`src/hdl/isu_ram.sv`:
```
module isu_ram #(
  parameter int unsigned WIDTH = 64,
  parameter int unsigned DEPTH = 64
) (
  input  logic                     clk,
  input  logic                     we,
  input  logic [$clog2(DEPTH)-1:0] waddr,
  input  logic [WIDTH-1:0]         wdata,
  input  logic [$clog2(DEPTH)-1:0] raddr,
  output logic [WIDTH-1:0]         rdata
);

  logic [WIDTH-1:0] mem [DEPTH];

  always_ff @(posedge clk) begin
    if (we) begin
      mem[waddr] <= wdata;
    end
    rdata <= mem[raddr];
  end

endmodule

```
`config.mk`:
```
export PLATFORM = sky130hd
export DESIGN_NAME = isu_ram
export DESIGN_NICKNAME = d
export VERILOG_FILES = /design/src/hdl/isu_ram.sv
export SDC_FILE = /design/constraint.sdc
export NUM_CORES = 2
export LEC_CHECK = 0
export BUFFER_PORTS_ARGS = -buffer_cell sky130_fd_sc_hd__clkbuf_2
export CAP_MARGIN = 20
export CORE_MARGIN = 5
export CORE_UTILIZATION = 60
export CTS_CLUSTER_DIAMETER = 30
export CTS_CLUSTER_SIZE = 28
export DETAILED_ROUTE_END_ITERATION = 6
export GPL_TIMING_DRIVEN = 0
export PLACE_DENSITY = 0.76
export SLEW_MARGIN = 25
export SYNTH_ARGS = -nofsm -noshare
export SYNTH_HDL_FRONTEND = slang
export SYNTH_SLANG_ARGS = --single-unit
```
`constraint.sdc`:
```
create_clock -name clk -period 7.7 [get_ports clk]
set_clock_uncertainty 0.1 [all_clocks]
set_input_delay 0.77 -clock clk [delete_from_list [all_inputs] [get_ports clk]]
set_output_delay 0.77 -clock clk [all_outputs]
set_load 0.03 [all_outputs]
```
==> impl_metrics.tcl <==
set metrics [dict create \
    status "finished with violations" \
    cts-root-buf "clkbuf_16" \
    core_um2 259000 \
    multi_input_area_um2 30900 \
    drive_above_1_share_pct 33.9 \
    drtPass1Iterations 7 \
    peakVddDrop_v 0.000306 \
    overflow 0 \
    finalSetupTns_ns 0 \
    rsz0062_at_grt "false" \
    cp_common_cell "buf_2" \
    netlist_area_um2 156000 \
    seq_area_frac_synth_pct 79.5 \
    finalNetCount 7692 \
    synthFlopType "edfxtp_1" \
    die_w_um 520 \
    tightest_slew_ns 1.36 \
    maxSlewHeadroom_pct 9.55 \
    grt_use_total_pct 37.4 \
    cts-buffers-inserted 610 \
    final.min_clock_period_ns 4.61 \
    dpl.hpwl_um 277000 \
    worst_setup_path_start_kind "input port" \
    viasPerCell 7.64 \
    hold_buffers 0 \
    cp-end-kind "flip-flop" \
    maxCapViolCount 0 \
    fin_cells 11564 \
    powerDensity_nw_per_um2 301 \
    failed_checks "design-rule violations" \
    arrival_ns 5.23 \
    cp_max_fo 10 \
    port_buffers 133 \
    worstPathRequired_ns 8.32 \
    insertion_delay_ns 0.97 \
    grt_max_degree 65 \
    slowest_delay_ns 1.00 \
    p_leak_nw 60.8 \
    syn_inst 6598 \
    ff_latch_area_um2 124000 \
    die_area_um2 271000 \
    first_global_vias 88837 \
    start_util_pct 60.3 \
    chipHeight_um 520 \
    cts_buffer_depth 4 \
    fin_crit_sh_pct 59.9 \
    final_max_slew_viol_count 0 \
    synth_edf_count 4096 \
    final.fill_count 12444 \
    hold_path.class "in2reg" \
    drc_errors 10 \
    worstPathCellList "buf_2 > buf_4 > buf_2 > buf_2 > buf_4 > mux2i_1 > o22ai_1 > a31oi_1 > a211oi_1" \
    yosysTopAreaCell "edfxtp_1" \
    hold_viol 0 \
    antenna_found_initial 52 \
    area_growth_pct 20.9 \
    synth_seq_cells 4160 \
    synth_area_leaders "edfxtp_1 79%, mux4_2 15%, mux2i_1 0.86%, dfxtp_1 0.82%, a22oi_1 0.81%" \
    critical_path_class "in2reg" \
    setup_violations 0 \
    fmax_mhz 217 \
    clkSinkCount 4160 \
    syn_area_per_cell_um2 23.7 \
    drt_iter0_drc 18357 \
    ys_types 33 \
    syn-num-nets 6676 \
    htreeDepth 6 \
    num_vias 88377 \
    grt_pass1_wl_um 702000 \
    critPathSlowestCell "a211oi_1" \
    rows 187 \
    dp_cells 10403 \
    routabilityCongestion 0.861 \
    pin_count 142 \
    synthArstFlopShare_pct 0 \
    wl_per_cell_um 44.8 \
    netlist.area_leader.share_pct 78.7 \
    postCtsSetupBuffers 0 \
    clk_pin_slew_ns 0.05 \
    drt-total-wl_um 518000 \
    cts_tree "done" \
    synth_warnings 0 \
    drtAntennaViolNets 0 \
    cts_resized 0 \
]
final cells by class:
| type | count | share of cell area, % |
|---|---|---|
| inverter | 19 | 0.0377 |
| multi-input combinational | 2049 | 16.3 |
| antenna | 47 | 0.0622 |
| buffer | 370 | 0.948 |
| timing repair buffer | 404 | 3.57 |
| tap | 3402 | 2.25 |
| sequential | 4160 | 65.7 |
| clock inverter | 431 | 2.71 |
| clock buffer | 682 | 8.36 |
cells in the final DEF (no fill, tap or decap), types with 29 or more instances in the layout:
cell and n:
a211oi_1 60, a22o_1 88, a22oi_1 168, and3_1 64, buf_12 130, buf_16 110, buf_2 171, buf_4 66
bufinv_16 78, clkbuf_1 184, clkbuf_16 620, clkbuf_2 83, clkbuf_4 53, clkinv_1 74, clkinv_2 62, clkinv_4 49
clkinvlp_4 61, dfxtp_1 64, diode_2 47, edfxtp_1 4096, inv_6 63, mux2i_1 135, mux4_2 1024, nand2_1 58
nand3_1 44, nor2_1 49, nor2_4 62, o221ai_1 38, o22ai_1 80, or3_1 29
worst max-delay path, delay by kind of cell:
kind,cells,cell delay (ns)
AO/OA/AOI/OAI,3,1.95
multiplexers,1,0.14
buffers and inverters,5,2.30
synthesized netlist by cell type, types with 19 or more instances:
master,n
dfxtp_1,64
mux4_2,1024
buf_1,20
and3_1,64
nor2b_1,28
nand3_1,45
o22ai_1,83
nand2_1,58
a41oi_1,26
or3_1,29
clkbuf_1,140
a22oi_1,168
nor2_1,112
buf_2,170
o221ai_1,38
a2bb2oi_1,19
buf_4,34
a211oi_1,63
or2_2,28
inv_1,19
mux2i_1,135
edfxtp_1,4096
a22o_1,88
per-layer routing:
metal / share of wire, % / global-route usage [%] / wire [µm]
met3: 16 / 13.9 / 83500
met1: 30 / 45.8 / 153000
met2: 46 / 56.6 / 237000
met4: 8.5 / 24.4 / 44300
met5: 0.14 / 0.562 / 706
worst paths after layout:
kind,startpoint,endpoint,slack [ns],cells past startpoint
max,raddr[2],rdata[7],3.09,9
min,wdata[23],mem[48][23],0.25,1
max reg2reg,mem[13][14],rdata[14],4.61,5
min reg2reg,mem[60][46],rdata[46],0.82,4
report_power, final:
group / internal (W) / switching [W]
Combinational: 0.000839 / 0.00193
Sequential: 0.0251 / 0.0000777
Clock: 0.0177 / 0.0114
Total: 0.0436 / 0.0134
per-stage QoR:
step	cell area (µm²)	setup WS, ns	total power, W	util, %	hold WS, ns
final	189000	3.09	0.0570	72.9	0.248
after global routing	189000	3.32	0.0580	72.8	0.251
after CTS	189000	3.72	0.0566	72.8	0.210
after global placement	161000	-4.77	0.0280	62.2	0.785
after floorplan	156000	1.39	0.0269	-	0.688
after detailed placement	168000	2.83	0.0281	64.7	0.790
sequential cells by signal (all words and copies together) (netlist names):
register / count
mem: 4096
rdata: 64
cells by family after synthesis:
kind of cell    after synthesis  share of synthesized area (%)
flops                      4160                           79.5
simple gates                386                           1.24
buf+inv                     389                           1.18
mux                        1159                           15.6
compound gates              504                           2.48
Note: power is estimated with default switching activity, not from simulation.
